===== src/design/battery_voltage_supervisor_defines.svh =====
// assertion macros used by the supervisor top level
`ifndef BATTERY_VOLTAGE_SUPERVISOR_DEFINES_SVH
`define BATTERY_VOLTAGE_SUPERVISOR_DEFINES_SVH

// same-cycle implication, disabled in reset
`define BVS_ASSERT_NOW(lbl, ante, cons, msg) \
  lbl: assert property (@(posedge clk) disable iff (!rst_n) (ante) |-> (cons)) else $error(msg);

// next-cycle implication, disabled in reset
`define BVS_ASSERT_NEXT(lbl, ante, cons, msg) \
  lbl: assert property (@(posedge clk) disable iff (!rst_n) (ante) |=> (cons)) else $error(msg);

`endif


===== src/design/bvs_pkg.sv =====
// types and constants of the battery voltage supervisor
`timescale 1ns / 1ps
package bvs_pkg;

  localparam int MV_W  = 14;
  localparam int RUN_W = 8;
  localparam int CFG_IDX_W = 2;

  localparam logic [MV_W-1:0]  MV_MAX  = {MV_W{1'b1}};
  localparam logic [RUN_W-1:0] RUN_MAX = {RUN_W{1'b1}};

  localparam logic [CFG_IDX_W-1:0] CFG_CUTOFF  = 2'd0;
  localparam logic [CFG_IDX_W-1:0] CFG_WARN    = 2'd1;
  localparam logic [CFG_IDX_W-1:0] CFG_CONFIRM = 2'd2;
  localparam logic [CFG_IDX_W-1:0] CFG_WARN_EN = 2'd3;

  localparam logic [MV_W-1:0]  CUTOFF_RST  = 14'd3400;
  localparam logic [MV_W-1:0]  WARN_RST    = 14'd3500;
  localparam logic [RUN_W-1:0] CONFIRM_RST = 8'd3;

  typedef enum logic [2:0] {
    ST_IDLE,
    ST_WRITE,
    ST_WALK,
    ST_DIV,
    ST_DECIDE
  } state_t;

endpackage


===== src/design/battery_voltage_supervisor.sv =====
// top level of the battery voltage supervisor: sequencer, ring walk and decision
//
// Each request carries a battery sample and a charger flag and yields one result with the
// trimmed or plain mean of the sample ring and the power-off and warning flags. The block
// takes one request at a time: in_tready is high only while the sequencer is idle. A request
// passes through the ring write, a walk of the n stored samples through the registered read
// port of the ring memory, a wait on the one-bit-per-cycle divider for the SUM_W-bit quotient
// while the ring is not yet full (SUM_W = 14 + log2(RING_DEPTH), 18 by default; no divide
// once the ring is full), and the decision. The result waits in an output register, so a new
// request is taken while the last result has not yet been collected; the decision stalls only
// while that register is still occupied. Reset clears the fill count at once, so no clearing
// pass is needed.
`timescale 1ns / 1ps
`include "battery_voltage_supervisor_defines.svh"
module battery_voltage_supervisor #(
  parameter int RING_DEPTH = 16,
  parameter int FULL_SHIFT = 4
) (
  input  logic        clk,
  input  logic        rst_n,
  input  logic        in_tvalid,
  output logic        in_tready,
  input  logic [15:0] in_tdata,   // sample_mv[13:0], zero pad
  input  logic        in_tuser,   // charger_present
  output logic        out_tvalid,
  input  logic        out_tready,
  output logic [15:0] out_tdata,  // average_mv[13:0], zero pad
  output logic [2:0]  out_tuser,  // power_off, warn_start, low_battery
  input  logic        cfg_we,
  input  logic [bvs_pkg::CFG_IDX_W-1:0] cfg_idx,
  input  logic [bvs_pkg::MV_W-1:0]      cfg_wdata
);

  localparam int MV_W  = bvs_pkg::MV_W;
  localparam int RUN_W = bvs_pkg::RUN_W;
  localparam int IDX_W = $clog2(RING_DEPTH);
  localparam int CNT_W = $clog2(RING_DEPTH + 1);
  localparam int SUM_W = MV_W + IDX_W;

  localparam logic [IDX_W-1:0] LAST_IDX = IDX_W'(RING_DEPTH - 1);
  localparam logic [CNT_W-1:0] FULL_CNT = CNT_W'(RING_DEPTH);

  bvs_pkg::state_t state_r, state_nxt;

  logic [IDX_W-1:0] wr_idx_r, wr_idx_nxt;
  logic [CNT_W-1:0] fill_r, fill_nxt;
  logic [CNT_W-1:0] rd_idx_r, rd_idx_nxt;
  logic             rd_vld_r, rd_vld_nxt;
  logic [SUM_W-1:0] sum_r, sum_nxt;
  logic [MV_W-1:0]  lo_r, lo_nxt;
  logic [MV_W-1:0]  hi_r, hi_nxt;
  logic [MV_W-1:0]  sample_r, sample_nxt;
  logic             charger_r, charger_nxt;
  logic [MV_W-1:0]  avg_r, avg_nxt;

  logic [RUN_W-1:0] cut_run_r, cut_run_nxt;
  logic [RUN_W-1:0] warn_run_r, warn_run_nxt;
  logic             warn_active_r, warn_active_nxt;

  logic [MV_W-1:0]  cut_thr_r, cut_thr_nxt;
  logic [MV_W-1:0]  warn_thr_r, warn_thr_nxt;
  logic [RUN_W-1:0] confirm_r, confirm_nxt;
  logic             warn_en_r, warn_en_nxt;

  logic             out_valid_r, out_valid_nxt;
  logic [MV_W-1:0]  out_avg_r, out_avg_nxt;
  logic             out_off_r, out_off_nxt;
  logic             out_start_r, out_start_nxt;
  logic             out_low_r, out_low_nxt;

  logic             ram_we;
  logic             ram_re;
  logic [MV_W-1:0]  ram_rdata;
  logic             div_start;
  logic             div_done;
  logic [SUM_W-1:0] div_quo;

  logic [SUM_W-1:0] trim_sum;
  logic [SUM_W-1:0] trim_avg;
  logic             out_free;
  logic [RUN_W-1:0] cut_run_new;
  logic [RUN_W-1:0] warn_run_new;
  logic             off;
  logic             warn_ok;

  bvs_ram #(
    .WIDTH (MV_W),
    .DEPTH (RING_DEPTH)
  ) u_ring (
    .clk   (clk),
    .we    (ram_we),
    .waddr (wr_idx_r),
    .wdata (sample_r),
    .re    (ram_re),
    .raddr (rd_idx_r[IDX_W-1:0]),
    .rdata (ram_rdata)
  );

  bvs_div #(
    .NUM_W (SUM_W),
    .DEN_W (CNT_W)
  ) u_div (
    .clk      (clk),
    .rst_n    (rst_n),
    .start    (div_start),
    .numer    (sum_r),
    .denom    (fill_r),
    .done     (div_done),
    .quotient (div_quo)
  );

  assign trim_sum = sum_r - SUM_W'(lo_r) - SUM_W'(hi_r);
  assign trim_avg = trim_sum >> FULL_SHIFT;
  assign out_free = !out_valid_r || out_tready;

  assign cut_run_new  = (avg_r > cut_thr_r) ? '0 :
                        (cut_run_r == bvs_pkg::RUN_MAX) ? cut_run_r : cut_run_r + 1'b1;
  assign warn_run_new = (avg_r > warn_thr_r) ? '0 :
                        (warn_run_r == bvs_pkg::RUN_MAX) ? warn_run_r : warn_run_r + 1'b1;
  assign off     = (cut_run_new >= confirm_r) && !charger_r;
  assign warn_ok = (warn_run_new >= confirm_r) && !charger_r && warn_en_r;

  always_comb begin
    cut_thr_nxt  = cut_thr_r;
    warn_thr_nxt = warn_thr_r;
    confirm_nxt  = confirm_r;
    warn_en_nxt  = warn_en_r;
    if (cfg_we) begin
      unique case (cfg_idx)
        bvs_pkg::CFG_CUTOFF:  cut_thr_nxt  = cfg_wdata;
        bvs_pkg::CFG_WARN:    warn_thr_nxt = cfg_wdata;
        bvs_pkg::CFG_CONFIRM: confirm_nxt  = cfg_wdata[RUN_W-1:0];
        bvs_pkg::CFG_WARN_EN: warn_en_nxt  = cfg_wdata[0];
      endcase
    end
  end

  always_comb begin
    state_nxt       = state_r;
    wr_idx_nxt      = wr_idx_r;
    fill_nxt        = fill_r;
    rd_idx_nxt      = rd_idx_r;
    rd_vld_nxt      = rd_vld_r;
    sum_nxt         = sum_r;
    lo_nxt          = lo_r;
    hi_nxt          = hi_r;
    sample_nxt      = sample_r;
    charger_nxt     = charger_r;
    avg_nxt         = avg_r;
    cut_run_nxt     = cut_run_r;
    warn_run_nxt    = warn_run_r;
    warn_active_nxt = warn_active_r;
    out_valid_nxt   = out_valid_r && !out_tready;
    out_avg_nxt     = out_avg_r;
    out_off_nxt     = out_off_r;
    out_start_nxt   = out_start_r;
    out_low_nxt     = out_low_r;
    in_tready       = 1'b0;
    ram_we          = 1'b0;
    ram_re          = 1'b0;
    div_start       = 1'b0;

    unique case (state_r)
      bvs_pkg::ST_IDLE: begin
        in_tready = 1'b1;
        if (in_tvalid) begin
          sample_nxt  = in_tdata[MV_W-1:0];
          charger_nxt = in_tuser;
          state_nxt   = bvs_pkg::ST_WRITE;
        end
      end
      bvs_pkg::ST_WRITE: begin
        ram_we     = 1'b1;
        wr_idx_nxt = (wr_idx_r == LAST_IDX) ? '0 : wr_idx_r + 1'b1;
        fill_nxt   = (fill_r == FULL_CNT) ? fill_r : fill_r + 1'b1;
        rd_idx_nxt = '0;
        rd_vld_nxt = 1'b0;
        sum_nxt    = '0;
        lo_nxt     = bvs_pkg::MV_MAX;
        hi_nxt     = '0;
        state_nxt  = bvs_pkg::ST_WALK;
      end
      bvs_pkg::ST_WALK: begin
        if (rd_idx_r < fill_r) begin
          ram_re     = 1'b1;
          rd_idx_nxt = rd_idx_r + 1'b1;
          rd_vld_nxt = 1'b1;
        end else begin
          rd_vld_nxt = 1'b0;
        end
        if (rd_vld_r) begin
          sum_nxt = sum_r + SUM_W'(ram_rdata);
          if (ram_rdata < lo_r) begin
            lo_nxt = ram_rdata;
          end
          if (ram_rdata > hi_r) begin
            hi_nxt = ram_rdata;
          end
        end else if (rd_idx_r == fill_r) begin
          if (fill_r == FULL_CNT) begin
            avg_nxt   = (trim_avg > SUM_W'(bvs_pkg::MV_MAX)) ? bvs_pkg::MV_MAX
                                                             : trim_avg[MV_W-1:0];
            state_nxt = bvs_pkg::ST_DECIDE;
          end else begin
            div_start = 1'b1;
            state_nxt = bvs_pkg::ST_DIV;
          end
        end
      end
      bvs_pkg::ST_DIV: begin
        if (div_done) begin
          avg_nxt   = (div_quo > SUM_W'(bvs_pkg::MV_MAX)) ? bvs_pkg::MV_MAX
                                                          : div_quo[MV_W-1:0];
          state_nxt = bvs_pkg::ST_DECIDE;
        end
      end
      bvs_pkg::ST_DECIDE: begin
        if (out_free) begin
          cut_run_nxt  = cut_run_new;
          warn_run_nxt = warn_run_new;
          if (!off) begin
            warn_active_nxt = warn_ok;
          end
          out_valid_nxt = 1'b1;
          out_avg_nxt   = avg_r;
          out_off_nxt   = off;
          out_start_nxt = !off && warn_ok && !warn_active_r;
          out_low_nxt   = off ? warn_active_r : warn_ok;
          state_nxt     = bvs_pkg::ST_IDLE;
        end
      end
      default: begin
        state_nxt = bvs_pkg::ST_IDLE;
      end
    endcase
  end

  always_ff @(posedge clk) begin
    if (!rst_n) begin
      state_r       <= bvs_pkg::ST_IDLE;
      wr_idx_r      <= '0;
      fill_r        <= '0;
      rd_idx_r      <= '0;
      rd_vld_r      <= 1'b0;
      cut_run_r     <= '0;
      warn_run_r    <= '0;
      warn_active_r <= 1'b0;
      cut_thr_r     <= bvs_pkg::CUTOFF_RST;
      warn_thr_r    <= bvs_pkg::WARN_RST;
      confirm_r     <= bvs_pkg::CONFIRM_RST;
      warn_en_r     <= 1'b1;
      out_valid_r   <= 1'b0;
    end else begin
      state_r       <= state_nxt;
      wr_idx_r      <= wr_idx_nxt;
      fill_r        <= fill_nxt;
      rd_idx_r      <= rd_idx_nxt;
      rd_vld_r      <= rd_vld_nxt;
      cut_run_r     <= cut_run_nxt;
      warn_run_r    <= warn_run_nxt;
      warn_active_r <= warn_active_nxt;
      cut_thr_r     <= cut_thr_nxt;
      warn_thr_r    <= warn_thr_nxt;
      confirm_r     <= confirm_nxt;
      warn_en_r     <= warn_en_nxt;
      out_valid_r   <= out_valid_nxt;
    end
    sum_r       <= sum_nxt;
    lo_r        <= lo_nxt;
    hi_r        <= hi_nxt;
    sample_r    <= sample_nxt;
    charger_r   <= charger_nxt;
    avg_r       <= avg_nxt;
    out_avg_r   <= out_avg_nxt;
    out_off_r   <= out_off_nxt;
    out_start_r <= out_start_nxt;
    out_low_r   <= out_low_nxt;
  end

  assign out_tvalid = out_valid_r;
  assign out_tdata  = {{(16 - MV_W){1'b0}}, out_avg_r};
  assign out_tuser  = {out_low_r, out_start_r, out_off_r};

  `BVS_ASSERT_NOW(a_fill_bound, 1'b1, fill_r <= FULL_CNT, "fill count beyond ring depth")
  `BVS_ASSERT_NOW(a_div_denom, state_r == bvs_pkg::ST_DIV, fill_r != '0, "divide by empty ring")
  `BVS_ASSERT_NEXT(a_decide_out, state_r == bvs_pkg::ST_DECIDE && out_free,
                   out_tvalid && state_r == bvs_pkg::ST_IDLE, "decision did not post a result")
  `BVS_ASSERT_NOW(a_start_flags, out_tvalid && out_tuser[1],
                  out_tuser[2] && !out_tuser[0], "warning start without low flag or with power-off")

endmodule


===== src/design/bvs_ram.sv =====
// generic ram, one write port and one registered read port
`timescale 1ns / 1ps
module bvs_ram #(
  parameter int WIDTH = 14,
  parameter int DEPTH = 16
) (
  input  logic                     clk,
  input  logic                     we,
  input  logic [$clog2(DEPTH)-1:0] waddr,
  input  logic [WIDTH-1:0]         wdata,
  input  logic                     re,
  input  logic [$clog2(DEPTH)-1:0] raddr,
  output logic [WIDTH-1:0]         rdata
);

  logic [WIDTH-1:0] mem_r [DEPTH];
  logic [WIDTH-1:0] rdata_r;

  always_ff @(posedge clk) begin
    if (we) begin
      mem_r[waddr] <= wdata;
    end
    if (re) begin
      rdata_r <= mem_r[raddr];
    end
  end

  assign rdata = rdata_r;

endmodule


===== src/design/bvs_div.sv =====
// restoring divider, one quotient bit per cycle
`timescale 1ns / 1ps
module bvs_div #(
  parameter int NUM_W = 18,
  parameter int DEN_W = 5
) (
  input  logic             clk,
  input  logic             rst_n,
  input  logic             start,
  input  logic [NUM_W-1:0] numer,
  input  logic [DEN_W-1:0] denom,
  output logic             done,
  output logic [NUM_W-1:0] quotient
);

  localparam int STEP_W = $clog2(NUM_W);

  logic              busy_r, busy_nxt;
  logic              done_r, done_nxt;
  logic [STEP_W-1:0] step_r, step_nxt;
  logic [DEN_W-1:0]  rem_r, rem_nxt;
  logic [NUM_W-1:0]  quo_r, quo_nxt;
  logic [DEN_W-1:0]  den_r, den_nxt;
  logic [DEN_W:0]    trial;
  logic [DEN_W:0]    diff;
  logic              ge;

  assign trial = {rem_r, quo_r[NUM_W-1]};
  assign diff  = trial - {1'b0, den_r};
  assign ge    = trial >= {1'b0, den_r};

  always_comb begin
    busy_nxt = busy_r;
    done_nxt = 1'b0;
    step_nxt = step_r;
    rem_nxt  = rem_r;
    quo_nxt  = quo_r;
    den_nxt  = den_r;
    if (start) begin
      busy_nxt = 1'b1;
      step_nxt = STEP_W'(NUM_W - 1);
      rem_nxt  = '0;
      quo_nxt  = numer;
      den_nxt  = denom;
    end else if (busy_r) begin
      rem_nxt  = ge ? diff[DEN_W-1:0] : trial[DEN_W-1:0];
      quo_nxt  = {quo_r[NUM_W-2:0], ge};
      step_nxt = step_r - 1'b1;
      if (step_r == '0) begin
        busy_nxt = 1'b0;
        done_nxt = 1'b1;
      end
    end
  end

  always_ff @(posedge clk) begin
    if (!rst_n) begin
      busy_r <= 1'b0;
      done_r <= 1'b0;
    end else begin
      busy_r <= busy_nxt;
      done_r <= done_nxt;
    end
    step_r <= step_nxt;
    rem_r  <= rem_nxt;
    quo_r  <= quo_nxt;
    den_r  <= den_nxt;
  end

  assign done     = done_r;
  assign quotient = quo_r;

endmodule

===== config.mk =====
export PLATFORM = sky130hd
export DESIGN_NAME = battery_voltage_supervisor
export DESIGN_NICKNAME = d
export VERILOG_FILES = /design/src/design/bvs_pkg.sv /design/src/design/battery_voltage_supervisor.sv /design/src/design/bvs_ram.sv /design/src/design/bvs_div.sv
export VERILOG_INCLUDE_DIRS = /design/src /design/src/design
export SDC_FILE = /design/constraint.sdc
export NUM_CORES = 1
export LEC_CHECK = 0
export BUFFER_PORTS_ARGS = -buffer_cell sky130_fd_sc_hd__buf_2
export CAP_MARGIN = 15
export CORE_MARGIN = 8
export CORE_UTILIZATION = 35
export DETAILED_ROUTE_END_ITERATION = 8
export PLACE_DENSITY = 0.58
export SYNTH_ARGS = -nofsm -noshare
export SYNTH_HDL_FRONTEND = slang
export SYNTH_SLANG_ARGS = --single-unit

===== constraint.sdc =====
create_clock -name clk -period 4.2 [get_ports clk]
set_input_delay 0.21 -clock clk [delete_from_list [all_inputs] [get_ports clk]]
set_output_delay 0.21 -clock clk [all_outputs]
set_load 0.03 [all_outputs]

==> results of run 1 <==
-- worst min-delay path by stage --
stage                     slack [ps]             to  depth (start not counted)   startpoint
after floorplan                  310      charger_r                          0     in_tuser
after global placement           390      charger_r                          1     in_tuser
after detailed placement         390    sample_r[6]                          1  in_tdata[6]
after CTS                         80  warn_run_r[4]                          3        rst_n
after global routing             120  warn_run_r[4]                          3        rst_n
final                            100  warn_run_r[4]                          3        rst_n
-- kinds of logic after synthesis --
group / after synthesis / synth area share
and+or+nand+nor: 407 / 0.0958
other: 1 / 0.000182
DFF: 438 / 0.596
buffers and inverters: 160 / 0.0334
AOI/OAI and AO/OA: 239 / 0.0763
adders and majority gates: 135 / 0.0873
xor gates and xnor gates: 51 / 0.0216
muxes: 94 / 0.0891
-- final cells by class --
type,count,area share
multi-input cells,928,0.322
inverters,99,0.0156
clock inverters,33,0.0141
clock buffers,59,0.0547
flip-flops and latches,438,0.516
repair buffers,122,0.0369
well taps,773,0.0406
-- cells in the final DEF (no fill, tap or decap), types with 6 or more instances in the layout --
cell and n:
a211oi_1 10, a21boi_0 27, a21o_1 21, a21oi_1 69
a31oi_1 6, and2_1 25, and3_1 12, buf_2 54
buf_4 33, clkbuf_1 6, clkbuf_16 49, clkinv_1 7
clkinv_2 14, dfxtp_1 83, dlygate4sd3_1 34, edfxtp_1 353
fa_1 15, ha_1 120, inv_1 99, mux2_2 18
mux2i_1 6, mux4_2 70, nand2_1 127, nand2b_1 15
nand3_1 22, nand4_1 15, nor2_1 107, nor2b_1 15
nor3_1 18, o211ai_1 19, o21a_1 12, o21ai_0 36
or2_2 16, xnor2_1 27, xor2_1 24
-- timing repair --
| action | 4_1_cts | 5_1_grt |
|---|---|---|
| hold buffers | 34 | 0 |
| buffers inserted | 0 | 0 |
| endpoints found under the hold margin | 55 | 0 |
-- registers in the layout, indices dropped and copies added (netlist names), 4 cells and up --
name and count:
avg_r 14, confirm_r 8, cut_run_r 8, cut_thr_r 14, fill_r 5, hi_r 14
lo_r 14, out_avg_r 14, rd_idx_r 5, sample_r 14, sum_r 18, u_div.den_r 5
u_div.quotient 18, u_div.rem_r 5, u_div.step_r 5, u_ring.mem_r 224, u_ring.rdata 14, warn_run_r 8
warn_thr_r 14, wr_idx_r 4
-- stage by stage --
step | cells | setup WS (ps)
2_1_floorplan | 1526 | 930
3_3_place_gp | 2326 | 584
3_5_place_dp | 2326 | 537
4_1_cts | 2452 | 546
5_1_grt | 2452 | 318
6_report | 2452 | 584
-- routing by layer --
metal  global-route usage  part of all wire
met5                    0                 0
met4               0.0391             0.023
met3               0.0240             0.044
met2                0.225              0.49
met1                0.167              0.44
-- critical path, stage by stage (launching register included) --
cell and delay (ps):
edfxtp_1 440, ha_1 320, and4_1 180, and3_1 230
o31a_1 170, a2bb2oi_2 370, buf_4 240, a21oi_1 60
ha_1 280, a21o_1 110, a21o_1 100, a21oi_1 60
o21ai_0 170, nor4bb_1 580, nor2b_1 190
-- power groups by stage --
stage,sequential [W],combinational [W],clock [W]
floorplan,0.00582,0.00307,0
global placement,0.00600,0.00386,0
detailed placement,0.00603,0.00394,0
CTS,0.00594,0.00399,0.00445
global route,0.00601,0.00439,0.00461
finish,0.00593,0.00393,0.00433
==> flow_metrics.tcl, run 1 <==
set metrics [dict create \
    outcome "finished clean" \
    p_per_area_nw_per_um2 596 \
    fin_crit_ps 3620 \
    yosysMostFrequentCell "edfxtp_1" \
    synth_top_cell_by_area "edfxtp_1" \
    rows 89 \
    fin_hold_ws_ps 104 \
    path_clk_slew_ps 60 \
    synthFlopType "edfxtp_1" \
    final_area_sq_um 23800 \
    dpl.hpwl_um 29800 \
    synth_cell_types 76 \
    internal_power_w 0.00981 \
    synth_area_per_cell_sq_um 13.5 \
    io_pins 59 \
    cts_tree "built" \
    crit_path_max_fanout 9 \
    hold_path_class "in -> reg" \
    avgRoutedWirePerCell_um 18.0 \
    drv_slew 0 \
    n_antenna_cell 0 \
    syn_area_sq_um 20600 \
    critical_path_class "reg -> reg" \
    slew_headroom 0.385 \
    synth_common_cells "edfxtp_1, nand2_1, ha_1" \
    synthArstFlopShare 0 \
    cts_resized 0 \
    gr-total-overflow 0 \
    r2r-start "avg_r[9]" \
    finalCritPeriodShare 0.861 \
    p_comb_frac 0.277 \
    core_sq_um 58700 \
    fin_util 0.406 \
    cp.arrival_ps 4080 \
    synthDominantCellAreaShare 0.514 \
    seqPwrFrac 0.418 \
    cp-startpoint "avg_r[9]" \
    grt_pass1_wl_um 70000 \
    initial_core_util 0.352 \
    antenna_found_initial 0 \
    fin_nets 1811 \
    die_h_um 259 \
    power_switching_w 0.00439 \
    dieArea_sq_um 67000 \
    seqCellArea_sq_um 12300 \
    portBuffers 54 \
    p_leak_nw 8.63 \
    grt_max_degree 60 \
    rr_endpoint "out_start_r" \
    cp.required_ps 4660 \
    cts.sinks 438 \
    gp_congestion 0.866 \
    clkPwrFrac 0.305 \
    h-tree-depth 2 \
    setup_viol 0 \
    synthTopCellsByArea "edfxtp_1, dfxtp_1, mux4_2" \
    drt_iter0_drc 689 \
    numCtsBuffers 49 \
    irDropWorstVdd_mv 0.383 \
    start_kind "register" \
    cts_root_buf "clkbuf_16" \
    vias_per_cell 4.99 \
    grt_pass1_vias 12600 \
    max-clock-path-buffers 3 \
    p_total_w 0.0142 \
    synth-seq-cells 438 \
    synth_edf_count 353 \
    fillers 5434 \
    end_kind "register" \
    drive_above_1_share 0.175 \
    rrSetupSlack_ps 580 \
    synthToLayoutAreaGrowth_pct 15.5 \
    fmax_mhz 277 \
    tightest_slew_ps 923 \
    grt_usage 0.131 \
    die_x_um 259 \
    synth_cells 1525 \
    setup-tns-final_ps 0 \
    routed_wl_um 44200 \
    antenna_left 0 \
    grt_setup_unrepaired "no" \
    firstDrtPassIters 4 \
    skew_ps 42.2 \
    clock_latency_ps 600 \
    drc 0 \
    endpoint "out_start_r" \
    vias 12200 \
    reg2reg_depth 14 \
    synth-seq-area-share 0.596 \
    max_cap_viol_count 0 \
    hold_violations 0 \
    yosys_warnings 0 \
    placed_area_sq_um 21900 \
    switching_share 0.309 \
    multi_input_area_sq_um 7670 \
]
No activity file was read; power rests on OpenSTA's default activity.
==> run 2: changes to the inputs <==
--- a/config.mk
+++ b/config.mk
@@ -8,6 +8,7 @@
 export LEC_CHECK = 0
 export BUFFER_PORTS_ARGS = -buffer_cell sky130_fd_sc_hd__buf_2
 export CAP_MARGIN = 15
+export CORE_ASPECT_RATIO = 2
 export CORE_MARGIN = 8
 export CORE_UTILIZATION = 35
 export DETAILED_ROUTE_END_ITERATION = 8
==> flow_metrics.tcl, run 2 (synthesized netlist as in run 1, its figures left out) <==
set metrics [dict create \
    cts.sinks 438 \
    fmax_mhz 283 \
    routed_wl_um 44000 \
    critical_path_class "reg -> reg" \
    avgRoutedWirePerCell_um 18.1 \
    hold_depth 4 \
    p_comb_frac 0.290 \
    switching_share 0.316 \
    reg2reg_depth 13 \
    path_buf_inv 1 \
    holdPathEnd "warn_en_r" \
    path_clk_slew_ps 60 \
    gr-max-usage-layer "met2" \
    cts_resized 0 \
    power_switching_w 0.00428 \
    grt_util_met3 0.0155 \
    cp.required_ps 4610 \
    grt_max_degree 60 \
    cts_tree "built" \
    cts_root_buf "clkbuf_16" \
    skew_ps 24.3 \
    hp-start "cfg_idx[1]" \
    p_per_area_nw_per_um2 578 \
    use_met2 0.212 \
    setup_viol 0 \
    critPathMostFrequentCell "ha_1" \
    fin_ws_ps 665 \
    rrSetupSlack_ps 660 \
    grt_pass1_wl_um 68900 \
    end_kind "register" \
    die_h_um 359 \
    r2r-start "avg_r[11]" \
    numCtsBuffers 42 \
    start_kind "register" \
    irDropWorstVdd_mv 0.371 \
    cts_hold_buf 31 \
    h-tree-depth 2 \
    clock_latency_ps 570 \
    die_x_um 188 \
    gr-total-overflow 0 \
    regMostFlops "u_ring.mem_r" \
    crit_path_max_fanout 6 \
    initial_core_util 0.352 \
    crit_family "simple AND/OR/NAND/NOR gates" \
    slew_headroom 0.400 \
    firstDrtPassIters 5 \
    tightest_slew_ps 900 \
    largest_register_ffs 224 \
    dieArea_sq_um 67400 \
    setup-tns-final_ps 0 \
    finalCritPeriodShare 0.842 \
    vias_per_cell 4.90 \
    rows 126 \
    io_pins 59 \
    gp_congestion 0.790 \
    crit_slowest_cell "nor4bb_1" \
    cp.arrival_ps 3950 \
    core_sq_um 58600 \
    fin_crit_ps 3540 \
    hold_path_class "in -> reg" \
    drv_slew 0 \
    clkPwrFrac 0.273 \
    internal_power_w 0.00928 \
    grt_usage 0.129 \
    drt_iter0_drc 643 \
    pre_cts_slack_ps 676 \
    grt_pass1_vias 12000 \
    drc 0 \
    cpPeakStageDelay_ps 470 \
    portBuffers 54 \
    max-clock-path-buffers 3 \
    layout_commonest_cell "edfxtp_1" \
    max_cap_viol_count 0 \
    vias 11900 \
    hold_violations 0 \
    antenna_left 0 \
    grt_util_met1 0.175 \
    grt_setup_unrepaired "no" \
    synthToLayoutAreaGrowth_pct 13.8 \
    crit_path_cell_trace "ha_1 > and3_1 > nand4_1 > o221a_2 > a21oi_2 > buf_4 > nor2_1 > ha_1 > a21o_1 > a21oi_1 > nand3_1 > nor4bb_1 > nor2b_1" \
    drive_above_1_share 0.165 \
    fin_nets 1799 \
    p_leak_nw 8.44 \
    rr_endpoint "out_start_r" \
    post_cts_buffers 0 \
    antenna_found_initial 0 \
    layout_common_cells "edfxtp_1, nand2_1, ha_1, nor2_1, inv_1" \
    fin_hold_ws_ps 37.1 \
    outcome "finished clean" \
    dpl.hpwl_um 29400 \
    seqPwrFrac 0.438 \
]
run 2: cell types whose count changed in the layout (fill, tap and decap cells not counted), sizes merged:
cell / previous run / this run
inv: 102 / 105
dlygate4sd3: 34 / 31
bufinv: 5 / 2
clkbuf: 59 / 54
diode: 0 / 1
clkinv: 22 / 12
buf: 88 / 86
run 2: final cells by class:
class	instances	area (sq um)
antenna	1	2.50
clock buffer	54	1110
clock inverter	23	221
fill	5540	35200
inverter	99	372
multi-input combinational	928	7670
sequential	438	12300
tap	768	961
timing repair buffer	117	833
run 2: worst min-delay path, delay by kind of cell:
kind	cells	cell delay (ps)
AND/OR/NAND/NOR	2	140
buffers and inverters	1	130
multiplexers	1	70
run 2: how the worst max path moves through the flow:
stage,startpoint,endpoint,slack (ps),cells past startpoint
after detailed placement,avg_r[11],out_start_r,680,13
final,avg_r[11],out_start_r,660,13
after CTS,avg_r[11],out_start_r,630,13
after global placement,avg_r[11],out_start_r,740,13
after floorplan,avg_r[1],out_low_r,930,16
after global routing,avg_r[12],out_start_r,360,13
run 2: per-layer routing:
| metal | up-vias | share of wire | routed length (um) |
|---|---|---|---|
| li1 | 5850 | - | - |
| met1 | 5781 | 0.47 | 20500 |
| met2 | 211 | 0.48 | 21100 |
| met3 | 58 | 0.031 | 1350 |
| met4 | 0 | 0.024 | 1040 |
| met5 | - | 0 | 0 |
run 2: power groups by stage:
| stage | sequential (W) | combinational [W] | clock (W) |
|---|---|---|---|
| after floorplan | 0.00582 | 0.00307 | 0 |
| after global placement | 0.00602 | 0.00395 | 0 |
| after detailed placement | 0.00603 | 0.00396 | 0 |
| after CTS | 0.00594 | 0.00401 | 0.00382 |
| after global routing | 0.00600 | 0.00441 | 0.00396 |
| final | 0.00593 | 0.00393 | 0.00370 |
run 2: stage by stage:
step / total power, W / instances / area (sq um) / util
floorplan: 0.00890 / 1526 / 20600 / -
global placement: 0.00996 / 2319 / 21800 / 0.372
detailed placement: 0.00999 / 2319 / 21800 / 0.372
CTS: 0.0138 / 2427 / 23500 / 0.400
global route: 0.0144 / 2427 / 23500 / 0.400
finish: 0.0136 / 2428 / 23500 / 0.400
